## src/design/sorted_table_insert_delete_top_defines.svh

```systemverilog
// ============================================================================
// Assertion macros for the sorted table
// Each macro wraps one concurrent assertion. Synthesis builds leave it empty.
// ============================================================================
`ifndef SORTED_TABLE_INSERT_DELETE_TOP_DEFINES_SVH
`define SORTED_TABLE_INSERT_DELETE_TOP_DEFINES_SVH

`ifndef SYNTHESIS

// This assertion is checked at every rising clock edge and is not checked while in reset.
`define STID_ASSERT(label, clk, rst, prop, msg) \
   label: assert property (@(posedge clk) disable iff (rst) (prop)) else $error(msg);

// This assertion is checked at every rising clock edge, during reset too.
`define STID_ASSERT_ALWAYS(label, clk, prop, msg) \
   label: assert property (@(posedge clk) (prop)) else $error(msg);

`else

`define STID_ASSERT(label, clk, rst, prop, msg)
`define STID_ASSERT_ALWAYS(label, clk, prop, msg)

`endif

`endif

```

## src/design/stid_pkg.sv

```systemverilog
// ============================================================================
// Sorted table package
// Sizes, codes and the structs that are passed between the sorted table modules.
// ============================================================================
package stid_pkg;

   localparam int TABLE_DEPTH = 16;
   localparam int VALUE_WIDTH = 32;
   localparam int IDX_W       = $clog2(TABLE_DEPTH);
   localparam int CNT_W       = $clog2(TABLE_DEPTH + 1);
   localparam int POS_W       = 4;

   typedef enum logic [1:0] {
      OP_INSERT   = 2'd0,
      OP_REMOVE   = 2'd1,
      OP_READ_OUT = 2'd2,
      OP_CLEAR    = 2'd3
   } op_type;

   typedef enum logic [2:0] {
      ST_DONE      = 3'd0,
      ST_NOT_FOUND = 3'd1,
      ST_FULL      = 3'd2,
      ST_ENTRY     = 3'd3,
      ST_EMPTY     = 3'd4
   } status_type;

   typedef struct packed {
      op_type                        operation;
      logic signed [VALUE_WIDTH-1:0] value;
   } req_type;

   typedef struct packed {
      status_type                    status;
      logic signed [VALUE_WIDTH-1:0] entry_value;
      logic [POS_W-1:0]              position;
      logic                          last;
   } rsp_type;

   // Register file access for one cycle: one write and one read.
   typedef struct packed {
      logic                          wr_en;
      logic [IDX_W-1:0]              wr_addr;
      logic signed [VALUE_WIDTH-1:0] wr_data;
      logic [IDX_W-1:0]              rd_addr;
   } rf_ctrl_type;

   // Flags from the shared comparator.
   typedef struct packed {
      logic gt;
      logic eq;
   } cmp_flags_type;

endpackage

```

## src/design/stid_regfile.sv

```systemverilog
// ============================================================================
// Sorted table register file
// Holds the table entries, with one write port and one read port.
// ============================================================================
module stid_regfile (
   input  logic                                   clock,
   input  stid_pkg::rf_ctrl_type                  rf_ctrl,
   output logic signed [stid_pkg::VALUE_WIDTH-1:0] rd_data
);

   logic signed [stid_pkg::VALUE_WIDTH-1:0] entry_ff [stid_pkg::TABLE_DEPTH];

   always_ff @(posedge clock) begin
      if (rf_ctrl.wr_en) begin
         entry_ff[rf_ctrl.wr_addr] <= rf_ctrl.wr_data;
      end
   end

   assign rd_data = entry_ff[rf_ctrl.rd_addr];

endmodule

```

## src/design/stid_cmp.sv

```systemverilog
// ============================================================================
// Sorted table comparator
// The one signed compare unit that the insert and remove scans use.
// ============================================================================
module stid_cmp (
   input  logic signed [stid_pkg::VALUE_WIDTH-1:0] a,
   input  logic signed [stid_pkg::VALUE_WIDTH-1:0] b,
   output stid_pkg::cmp_flags_type                 flags
);

   assign flags.gt = (a > b);
   assign flags.eq = (a == b);

endmodule

```

## src/design/stid_ctrl.sv

```systemverilog
// ============================================================================
// Sorted table sequencer
// Walks the table one entry a cycle to insert, remove or read out; clear zeroes the entry count.
// ============================================================================
`include "sorted_table_insert_delete_top_defines.svh"

module stid_ctrl (
   input  logic                                    clock,
   input  logic                                    reset,
   input  logic                                    start,
   output logic                                    busy,
   input  stid_pkg::req_type                       req_data,
   output logic                                    rsp_valid,
   output stid_pkg::rsp_type                       rsp_data,
   output stid_pkg::rf_ctrl_type                   rf_ctrl,
   input  logic signed [stid_pkg::VALUE_WIDTH-1:0] rd_data,
   output logic signed [stid_pkg::VALUE_WIDTH-1:0] cmp_operand,
   input  stid_pkg::cmp_flags_type                 cmp_flags
);

   typedef enum logic [2:0] {
      S_IDLE,
      S_INSERT,
      S_REM_SEARCH,
      S_REM_SHIFT,
      S_READ_OUT
   } state_type;

   localparam logic [stid_pkg::CNT_W-1:0] FULL_COUNT = stid_pkg::CNT_W'(stid_pkg::TABLE_DEPTH);
   localparam logic [stid_pkg::CNT_W-1:0] ONE        = stid_pkg::CNT_W'(1);
   localparam logic [stid_pkg::CNT_W-1:0] TWO        = stid_pkg::CNT_W'(2);

   state_type                               state_ff, state_in;
   logic [stid_pkg::CNT_W-1:0]              idx_ff, idx_in;
   logic [stid_pkg::CNT_W-1:0]              count_ff, count_in;
   logic [stid_pkg::CNT_W-1:0]              pos_ff, pos_in;
   logic signed [stid_pkg::VALUE_WIDTH-1:0] value_ff, value_in;
   logic                                    rsp_valid_ff, rsp_valid_in;
   stid_pkg::rsp_type                       rsp_ff, rsp_in;

   always_comb begin
      state_in     = state_ff;
      idx_in       = idx_ff;
      count_in     = count_ff;
      pos_in       = pos_ff;
      value_in     = value_ff;
      rsp_valid_in = 1'b0;
      rsp_in       = rsp_ff;
      rf_ctrl      = '0;

      unique case (state_ff)
         S_IDLE: begin
            if (start) begin
               value_in = req_data.value;
               idx_in   = '0;
               unique case (req_data.operation)
                  stid_pkg::OP_INSERT: begin
                     if (count_ff == FULL_COUNT) begin
                        rsp_valid_in = 1'b1;
                        rsp_in       = '{stid_pkg::ST_FULL, '0, '0, 1'b1};
                     end else begin
                        idx_in   = count_ff;
                        state_in = S_INSERT;
                     end
                  end
                  stid_pkg::OP_REMOVE: begin
                     state_in = S_REM_SEARCH;
                  end
                  stid_pkg::OP_READ_OUT: begin
                     if (count_ff == '0) begin
                        rsp_valid_in = 1'b1;
                        rsp_in       = '{stid_pkg::ST_EMPTY, '0, '0, 1'b1};
                     end else begin
                        state_in = S_READ_OUT;
                     end
                  end
                  stid_pkg::OP_CLEAR: begin
                     count_in     = '0;
                     rsp_valid_in = 1'b1;
                     rsp_in       = '{stid_pkg::ST_DONE, '0, '0, 1'b1};
                  end
               endcase
            end
         end
         S_INSERT: begin
            // Entries above the new value move up by one until its slot is found.
            rf_ctrl.rd_addr = stid_pkg::IDX_W'(idx_ff - ONE);
            rf_ctrl.wr_en   = 1'b1;
            rf_ctrl.wr_addr = stid_pkg::IDX_W'(idx_ff);
            if ((idx_ff == '0) || !cmp_flags.gt) begin
               rf_ctrl.wr_data = value_ff;
               count_in        = count_ff + ONE;
               rsp_valid_in    = 1'b1;
               rsp_in          = '{stid_pkg::ST_DONE, '0, stid_pkg::POS_W'(idx_ff), 1'b1};
               state_in        = S_IDLE;
            end else begin
               rf_ctrl.wr_data = rd_data;
               idx_in          = idx_ff - ONE;
            end
         end
         S_REM_SEARCH: begin
            rf_ctrl.rd_addr = stid_pkg::IDX_W'(idx_ff);
            if (idx_ff == count_ff) begin
               rsp_valid_in = 1'b1;
               rsp_in       = '{stid_pkg::ST_NOT_FOUND, '0, '0, 1'b1};
               state_in     = S_IDLE;
            end else if (cmp_flags.eq) begin
               pos_in = idx_ff;
               if (idx_ff + ONE == count_ff) begin
                  count_in     = count_ff - ONE;
                  rsp_valid_in = 1'b1;
                  rsp_in       = '{stid_pkg::ST_DONE, '0, stid_pkg::POS_W'(idx_ff), 1'b1};
                  state_in     = S_IDLE;
               end else begin
                  state_in = S_REM_SHIFT;
               end
            end else begin
               idx_in = idx_ff + ONE;
            end
         end
         S_REM_SHIFT: begin
            // Entries above the removed one move down by one.
            rf_ctrl.rd_addr = stid_pkg::IDX_W'(idx_ff + ONE);
            rf_ctrl.wr_en   = 1'b1;
            rf_ctrl.wr_addr = stid_pkg::IDX_W'(idx_ff);
            rf_ctrl.wr_data = rd_data;
            idx_in          = idx_ff + ONE;
            if (idx_ff + TWO == count_ff) begin
               count_in     = count_ff - ONE;
               rsp_valid_in = 1'b1;
               rsp_in       = '{stid_pkg::ST_DONE, '0, stid_pkg::POS_W'(pos_ff), 1'b1};
               state_in     = S_IDLE;
            end
         end
         S_READ_OUT: begin
            rf_ctrl.rd_addr = stid_pkg::IDX_W'(idx_ff);
            rsp_valid_in    = 1'b1;
            rsp_in.status      = stid_pkg::ST_ENTRY;
            rsp_in.entry_value = rd_data;
            rsp_in.position    = stid_pkg::POS_W'(idx_ff);
            rsp_in.last        = (idx_ff + ONE == count_ff);
            idx_in             = idx_ff + ONE;
            if (idx_ff + ONE == count_ff) begin
               state_in = S_IDLE;
            end
         end
         default: begin
            state_in = S_IDLE;
         end
      endcase
   end

   always_ff @(posedge clock) begin
      if (reset) begin
         state_ff     <= S_IDLE;
         count_ff     <= '0;
         rsp_valid_ff <= 1'b0;
      end else begin
         state_ff     <= state_in;
         count_ff     <= count_in;
         rsp_valid_ff <= rsp_valid_in;
      end
      idx_ff   <= idx_in;
      pos_ff   <= pos_in;
      value_ff <= value_in;
      rsp_ff   <= rsp_in;
   end

   assign busy        = (state_ff != S_IDLE);
   assign rsp_valid   = rsp_valid_ff;
   assign rsp_data    = rsp_ff;
   assign cmp_operand = value_ff;

   `STID_ASSERT(a_count_bound, clock, reset, count_ff <= FULL_COUNT, "entry count above depth")
   `STID_ASSERT(a_accept_acts, clock, reset, (start && !busy) |=> (busy || rsp_valid), "request dropped")
   `STID_ASSERT(a_last_ends, clock, reset, (rsp_valid_ff && rsp_ff.last) |-> (state_ff == S_IDLE), "busy after last result")
   `STID_ASSERT(a_more_follows, clock, reset, (rsp_valid_ff && !rsp_ff.last) |-> (state_ff == S_READ_OUT), "stream cut short")
   `STID_ASSERT(a_idle_no_write, clock, reset, (state_ff == S_IDLE) |-> !rf_ctrl.wr_en, "table written while idle")

endmodule

```

## src/design/sorted_table_insert_delete_top.sv

```systemverilog
// ============================================================================
// Sorted table with insert, remove, read-out and clear
// Keeps signed values in ascending order and answers one request at a time.
// ============================================================================
// Clear, full insert and empty read-out answer from idle; insert moves each entry above the
// slot up by one, then writes the value; remove scans up to the match (every entry
// when absent), then moves each entry above it down by one; read-out streams the entries from
// the bottom, one a cycle. Throughput: one request at a time, as the sequencer steps over the
// single register file read port; busy stays high until the final result is on the ports.
// Reset (synchronous, active high) empties the table; entries are not cleared.
// ============================================================================
module sorted_table_insert_delete_top (
   input  logic              clock,
   input  logic              reset,
   input  logic              start,
   output logic              busy,
   input  stid_pkg::req_type req_data,
   output logic              rsp_valid,
   output stid_pkg::rsp_type rsp_data
);

   // The sequencer drives one read and at most one write of the register file in each cycle.
   stid_pkg::rf_ctrl_type                   rf_ctrl;
   logic signed [stid_pkg::VALUE_WIDTH-1:0] rd_data;

   // The comparator checks the entry that was read against the value of the request.
   logic signed [stid_pkg::VALUE_WIDTH-1:0] cmp_operand;
   stid_pkg::cmp_flags_type                 cmp_flags;

   // The sequencer accepts the request, walks the table and builds every result.
   // The receiver cannot stall: each result is shown for exactly one cycle on rsp_valid.
   stid_ctrl u_ctrl (
      .clock       (clock),
      .reset       (reset),
      .start       (start),
      .busy        (busy),
      .req_data    (req_data),
      .rsp_valid   (rsp_valid),
      .rsp_data    (rsp_data),
      .rf_ctrl     (rf_ctrl),
      .rd_data     (rd_data),
      .cmp_operand (cmp_operand),
      .cmp_flags   (cmp_flags)
   );

   // The register file holds the sorted entries below the entry count.
   stid_regfile u_regfile (
      .clock   (clock),
      .rf_ctrl (rf_ctrl),
      .rd_data (rd_data)
   );

   // The single compare unit serves both the insert slot search and the remove match.
   stid_cmp u_cmp (
      .a     (rd_data),
      .b     (cmp_operand),
      .flags (cmp_flags)
   );

endmodule

```

## config.mk

```make
export PLATFORM = sky130hd
export DESIGN_NAME = sorted_table_insert_delete_top
export DESIGN_NICKNAME = d
export VERILOG_FILES = /design/src/design/stid_pkg.sv /design/src/design/stid_regfile.sv /design/src/design/stid_cmp.sv /design/src/design/stid_ctrl.sv /design/src/design/sorted_table_insert_delete_top.sv
export VERILOG_INCLUDE_DIRS = /design/src /design/src/design
export SDC_FILE = /design/constraint.sdc
export NUM_CORES = 1
export LEC_CHECK = 0
export ABC_AREA = 1
export BUFFER_PORTS_ARGS = -buffer_cell sky130_fd_sc_hd__buf_2
export CELL_PAD_IN_SITES_DETAIL_PLACEMENT = 1
export CELL_PAD_IN_SITES_GLOBAL_PLACEMENT = 2
export CORE_MARGIN = 1.5
export CORE_UTILIZATION = 28
export CTS_BUF_LIST = sky130_fd_sc_hd__clkbuf_4
export CTS_CLUSTER_DIAMETER = 100
export DETAILED_ROUTE_END_ITERATION = 7
export HOLD_SLACK_MARGIN = 0.05
export PLACE_DENSITY = 0.58
export SKIP_LAST_GASP = 1
export SLEW_MARGIN = 25
export SYNTH_ARGS = -nofsm -noshare
export SYNTH_HDL_FRONTEND = slang
export SYNTH_SLANG_ARGS = --single-unit
```

## constraint.sdc

```tcl
create_clock -name clock -period 17.15 [get_ports clock]
set_clock_uncertainty 0.1 [all_clocks]
set_input_delay 0 -clock clock [delete_from_list [all_inputs] [get_ports clock]]
set_output_delay 0 -clock clock [all_outputs]
set_load 0.05 [all_outputs]
```

==> flow_summary.json, run 1 <==
{
  "p_leak_uw": 0.01188,
  "postRouteAntennaNets": 0,
  "fp-row-count": 112,
  "dpl.hpwl_um": 47890,
  "critical_path_class": "reg2reg",
  "status": "complete, no violations",
  "period_share": 0.4933,
  "via_count": 18665,
  "netlist-cell-type-count": 43,
  "drc": 0,
  "cts_tree": "built",
  "grt_antenna_before_repair": 2,
  "crit_path_start_kind": "flop",
  "avgRoutedWirePerCell_um": 22.01,
  "grt_pass1_wl_um": 128500,
  "start_util": 0.2830,
  "grt_use_total": 0.1851,
  "setup_viol": 0,
  "layout-drive-gt1-share": 0.1792,
  "worst-slew-pin-transition_ns": 0.9953,
  "cts_num_sinks": 602,
  "clk_pin_slew_ns": 0.07,
  "clockRootBuffer": "clkbuf_4",
  "drv_slew": 0,
  "ys.flop_type": "edfxtp_1",
  "fp.dieArea_um2": 96320,
  "tns_ns": 0,
  "drt_pass1_iterations": 5,
  "routed_wl_um": 87480,
  "synth_top_cell_by_area": "edfxtp_1",
  "hold_viol_final": 0,
  "drt_iter0_drc": 1159,
  "io_buffers": 78,
  "finalNetCount": 2664,
  "drv_cap": 0,
  "ir_drop_v": 0.0001060,
  "critPathMaxFanout": 51,
  "synth.avg_cell_area_um2": 11.53,
  "p_per_area_nw_per_um2": 188.2,
  "core_area_um2": 93470,
  "maxSlewHeadroom": 0.3320,
  "post-route-min-period_ns": 8.461,
  "rsz0062_at_grt": "no",
  "syn-instance-count": 2295,
  "hold_path_class": "in2reg",
  "r2r_slack_ns": 8.69,
  "final_cell_mix": "593 x edfxtp_1, 456 x nand2_1, 279 x inv_1",
  "clk_latency_ns": 1.03,
  "cp.required_ns": 17.92,
  "final_common_cell": "edfxtp_1",
  "syn-num-nets": 2379,
  "netlist_area_um2": 26450,
  "synth_seq_area_share": 0.6800,
  "ys.warnings.count": 0,
  "nFillCells": 10300,
  "gp_congestion": 0.8083,
  "synth_edf_count": 593,
  "synthToLayoutAreaGrowth_pct": 19.89,
  "grt_overflow": 0,
  "crit_path_end_kind": "flop",
  "grt_max_degree": 134,
  "ys_ff_latch": 602,
  "via_per_inst": 4.696,
  "clk_path_buf_depth": 3,
  "grt_pass1_vias": 19761,
  "synth_async_sr_flop_share": 0,
  "cts_buffers": 170,
  "synth_top_area_share": 0.6732,
  "die_y_um": 310.4,
  "utilization": 0.3393,
  "die_w_um": 310.4,
  "cts_setup_buffers": 0,
  "clock.fmax_ghz": 0.1182,
  "io_pins": 79,
  "cp.arrival_ns": 9.23,
  "synth_area_leaders": "edfxtp_1 67%, nand2_1 6.5%, inv_1 4.0%, nand3_1 3.9%, o211ai_1 3.7%",
  "htreeDepth": 4
}
sequential cells by signal, indices dropped and copies added (netlist names):
| name | cells |
|---|---|
| u_ctrl.count_ff | 5 |
| u_ctrl.idx_ff | 5 |
| u_ctrl.rsp_data | 40 |
| u_ctrl.state_ff | 3 |
| u_ctrl.cmp_operand | 32 |
| u_regfile.entry_ff | 512 |
| u_ctrl.rsp_valid | 1 |
| u_ctrl.pos_ff | 4 |
stage by stage:
stage,total power (uW),setup WS [ns],instances,cell area (um^2),hold slack (ns)
4_1_cts,6050,8.358,3971,31660,0.05980
2_1_floorplan,3705,10.56,2295,26450,-0.03093
3_3_place_gp,4578,8.691,3558,28350,0.07815
3_5_place_dp,4614,8.424,3558,28350,0.07881
5_1_grt,6386,8.144,3975,31710,0.1005
6_report,5967,8.689,3975,31710,0.2083
Yosys cell counts, types with 2 or more instances:
library cell and n:
edfxtp_1 593, nand2_1 458, inv_1 279, nand3_1 205
o21ai_0 139, o211ai_1 131, nor2_1 95, buf_2 80
o21ai_1 71, ha_1 46, and2_1 32, o21ai_2 31
clkbuf_1 25, a21oi_1 18, nand4_1 10, buf_4 9
dfxtp_1 9, xor2_1 8, inv_2 7, xnor2_1 6
nor3_1 5, or2_2 4, a21o_1 3, buf_1 3
buf_6 3, nand2_2 3, nor2_4 3, o221ai_1 3
o31ai_1 2
metal layers:
layer  global-route usage  share of wire
met5                    0              0
met1               0.2466           0.46
met2               0.2968           0.47
met4              0.06228          0.023
met3              0.04168          0.049
final cells by class:
class / instances / area [um^2] / area share
Clock buffer: 252 / 1892 / 0.05965
Sequential cell: 602 / 17990 / 0.5672
Multi-Input combinational cell: 1285 / 6942 / 0.2189
Inverter: 287 / 1084 / 0.03417
Tap cell: 1254 / 1569 / 0.04948
Timing Repair Buffer: 234 / 1852 / 0.05839
Clock inverter: 58 / 380.4 / 0.01199
Antenna cell: 3 / 7.507 / 0.0002367
worst max-delay path, stage by stage (launching register included):
cell and delay (ns):
edfxtp_1 0.60, inv_1 0.25, ha_1 0.39, inv_1 0.08
nand2_1 0.15, nand3_4 0.43, clkinv_2 0.79, buf_4 0.79
o211ai_1 0.18, nand3_1 0.17, o21ai_1 0.10, o21ai_2 0.38
ha_1 0.21, nand2_1 0.07, nor2_1 0.19, inv_1 0.06
nor2_1 0.31, nand2_1 0.17, o31ai_1 0.78, nor2_1 0.20
nor2_1 0.22, nand3_1 0.19, o21ai_0 0.22, dlygate4sd3_1 0.57
inv_1 0.04, dlygate4sd3_1 0.55
final timing paths:
kind                                        from                      to  depth (start not counted)
worst max register to register  u_ctrl.idx_ff[1]      u_ctrl.state_ff[0]                         25
worst min-delay path                req_data[26]  u_ctrl.cmp_operand[26]                          3
worst min register to register  u_ctrl.pos_ff[2]      u_ctrl.rsp_data[3]                          2
worst max-delay path            u_ctrl.idx_ff[1]      u_ctrl.state_ff[0]                         25
power by group:
group          leakage [uW]  switching (uW)  internal (uW)
Clock               0.00134             634            749
Sequential          0.00558            63.6           2010
Combinational       0.00495            1880            638
timing repair:
item | in CTS | in global routing
hold endpoints to repair | 125 | 0
hold buffers | 103 | 0
resized for setup | 0 | 0
kinds of logic (layout without fill, tap and decap cells):
| group | count (synthesis) | in the layout | share of synthesized area |
|---|---|---|---|
| XOR/XNOR | 14 | 14 | 0.004636 |
| buffers and inverters | 408 | 831 | 0.06395 |
| multiplexers | 1 | 1 | 0.0008514 |
| AO/OA/AOI/OAI | 402 | 402 | 0.09479 |
| adder cells (fa/ha/maj) | 47 | 47 | 0.02252 |
| AND/OR/NAND/NOR | 821 | 821 | 0.1332 |
| other | 0 | 3 | 0 |
| flip-flops | 602 | 602 | 0.6800 |
Note: power is estimated with default switching activity, not from simulation.
==> inputs of run 2 (changes only) <==
Settings changed: PLACE_DENSITY 0.58 to 0.6.
Clock period 17.15 ns to 7.3 ns, I/O delays scaled along.
==> run 2 against run 1 <==
  * Global-route usage is 0.26 points lower
  * Flip-flop and latch count is the same
  * Largest cell class unchanged
  * First-iteration DRC count decreased by 16%
  * Hold slack lost 0.040 ns
  * Highest routed layer unchanged
==> flow_summary.json, run 2 (synthesis gave the netlist of run 1 again) <==
{
  "dpl.hpwl_um": 49600,
  "utilization": 0.3412,
  "postRouteAntennaNets": 0,
  "rsz0062_at_grt": "no",
  "finalNetCount": 2680,
  "setup_viol": 0,
  "routed_wl_um": 86390,
  "nFillCells": 10334,
  "critical_path_class": "reg2reg",
  "critPathMaxFanout": 68,
  "clk_path_buf_depth": 3,
  "clock.fmax_ghz": 0.1574,
  "p_per_area_nw_per_um2": 440.7,
  "setup_slack_ns": 0.9451,
  "drt_iter0_drc": 972,
  "core_area_um2": 93470,
  "final_common_cell": "edfxtp_1",
  "finalPower_uw": 14060,
  "r2r_slack_ns": 0.95,
  "worstSetupStartpoint": "u_ctrl.idx_ff[1]",
  "clk_pin_slew_ns": 0.06,
  "reg2regPathDepth": 26,
  "grt_antenna_before_repair": 2,
  "cp.buffers_inverters": 8,
  "synthToLayoutAreaGrowth_pct": 20.58,
  "largest_register": "u_regfile.entry_ff",
  "via_count": 18719,
  "cp.required_ns": 8.08,
  "slowest_stage": "edfxtp_1",
  "grt_pass1_vias": 19443,
  "busiest_layer": "met2",
  "dp_slack_ns": 1.218,
  "htreeDepth": 4,
  "crit_path_end_kind": "flop",
  "cts_setup_buffers": 0,
  "ir_drop_v": 0.0002333,
  "met3_usage": 0.03467,
  "drv_cap": 0,
  "cts_tree": "built",
  "hold_viol_final": 0,
  "layout-drive-gt1-share": 0.1839,
  "maxSlewHeadroom": 0.3219,
  "crit_path_start_kind": "flop",
  "clk_latency_ns": 1.02,
  "whs_ns": 0.1681,
  "start_util": 0.2830,
  "grt_overflow": 0,
  "path_depth": 26,
  "fp.dieArea_um2": 96320,
  "drt_pass1_iterations": 5,
  "fp-row-count": 112,
  "tns_ns": 0,
  "cp.arrival_ns": 7.14,
  "largest_reg_flops": 512,
  "final_cell_mix": "593 x edfxtp_1, 456 x nand2_1, 279 x inv_1",
  "via_per_inst": 4.708,
  "path_common_cell": "nand2_1",
  "clockRootBuffer": "clkbuf_4",
  "slowest_delay_ns": 0.56,
  "met1_usage": 0.2461,
  "met2_usage": 0.2956,
  "period_share": 0.8705,
  "r2r_end": "u_ctrl.state_ff[0]",
  "gp_congestion": 0.8011,
  "grt_use_total": 0.1826,
  "worstReg2RegStart": "u_ctrl.idx_ff[1]",
  "worst-slew-pin-transition_ns": 1.010,
  "post-route-min-period_ns": 6.355,
  "cp_top_family": "buffers and inverters",
  "p_leak_uw": 0.01197,
  "cts_resized": 0,
  "status": "complete, no violations",
  "cts_num_sinks": 602,
  "die_w_um": 310.4,
  "avgRoutedWirePerCell_um": 21.73,
  "die_y_um": 310.4,
  "io_buffers": 78,
  "grt_max_degree": 109,
  "drc": 0,
  "drv_slew": 0,
  "hold_path_class": "in2reg",
  "io_pins": 79,
  "grt_pass1_wl_um": 128000,
  "cts_buffers": 167,
  "crit_end": "u_ctrl.state_ff[0]"
}
[run 2: cell types whose count changed in the layout (fill, tap and decap cells not counted), moves of 3 or more]
cell      delta
clkbuf_4     +3
buf_4        +8
inv_2        +4
o21ai_1      -3
clkinv_2    -11
buf_12      +11
clkinv_1    -13
[run 2: cell type report]
type / count / area, um^2 / area share
diodes: 3 / 7.507 / 0.0002354
clock buffers: 255 / 1914 / 0.06002
clock inverters: 37 / 261.5 / 0.008199
inverters: 287 / 1081 / 0.03389
multi-input cells: 1285 / 6945 / 0.2178
flip-flops and latches: 602 / 17990 / 0.5639
well taps: 1254 / 1569 / 0.04919
repair buffers: 253 / 2130 / 0.06677
[run 2: worst min-delay path by stage]
stage,startpoint,end,slack [ns],cells after the start
after detailed placement,req_data[11],u_ctrl.cmp_operand[11],0.08,1
final,req_data[2],u_ctrl.cmp_operand[2],0.17,3
after global placement,req_data[8],u_ctrl.cmp_operand[8],0.08,1
after floorplan,reset,u_ctrl.rsp_valid,-0.03,1
after CTS,req_data[2],u_ctrl.cmp_operand[2],0.05,3
after global routing,req_data[2],u_ctrl.cmp_operand[2],0.08,3
[run 2: routing by layer]
metal	wire, um	part of all wire	vias to the layer above
met5	0	0	-
met4	1559	0.018	0
met3	3297	0.038	107
met2	40880	0.47	382
met1	40650	0.47	9496
li1	-	-	8734
[run 2: stage by stage]
step | instance area, um^2 | std cells
final | 31900 | 3976
after global routing | 31900 | 3976
after CTS | 31840 | 3972
after detailed placement | 28610 | 3575
after global placement | 28610 | 3575
after floorplan | 26450 | 2295
[run 2: power by group]
group	total, uW	switching, uW	leakage [uW]	internal (uW)
clock	3160	1440	0.00130	1720
sequential	4870	155	0.00558	4710
combinational	6030	4390	0.00508	1640
[run 2: timing repair]
item / in CTS / in global routing
hold buffers: 105 / 0
endpoints found under the setup margin: 0 / 0
endpoints found under the hold margin: 125 / 0
[run 2: worst register-to-register path: stages, from the launching register on]
cell and delay, ns:
edfxtp_1 0.56, inv_1 0.24, ha_1 0.38, inv_1 0.09, nand2_1 0.15, nand3_4 0.13, clkinv_2 0.25, buf_12 0.44
nand3_1 0.16, nand2_1 0.09, nand2_1 0.05, nand3_1 0.11, o21ai_2 0.12, ha_1 0.46, nand2_1 0.11, nor2_1 0.14
nand2_1 0.18, nor3_1 0.36, and2_1 0.21, a21oi_1 0.06, nand4_1 0.14, buf_4 0.20, nand3_1 0.17, o21ai_0 0.18
dlygate4sd3_1 0.56, inv_1 0.04, dlygate4sd3_1 0.55
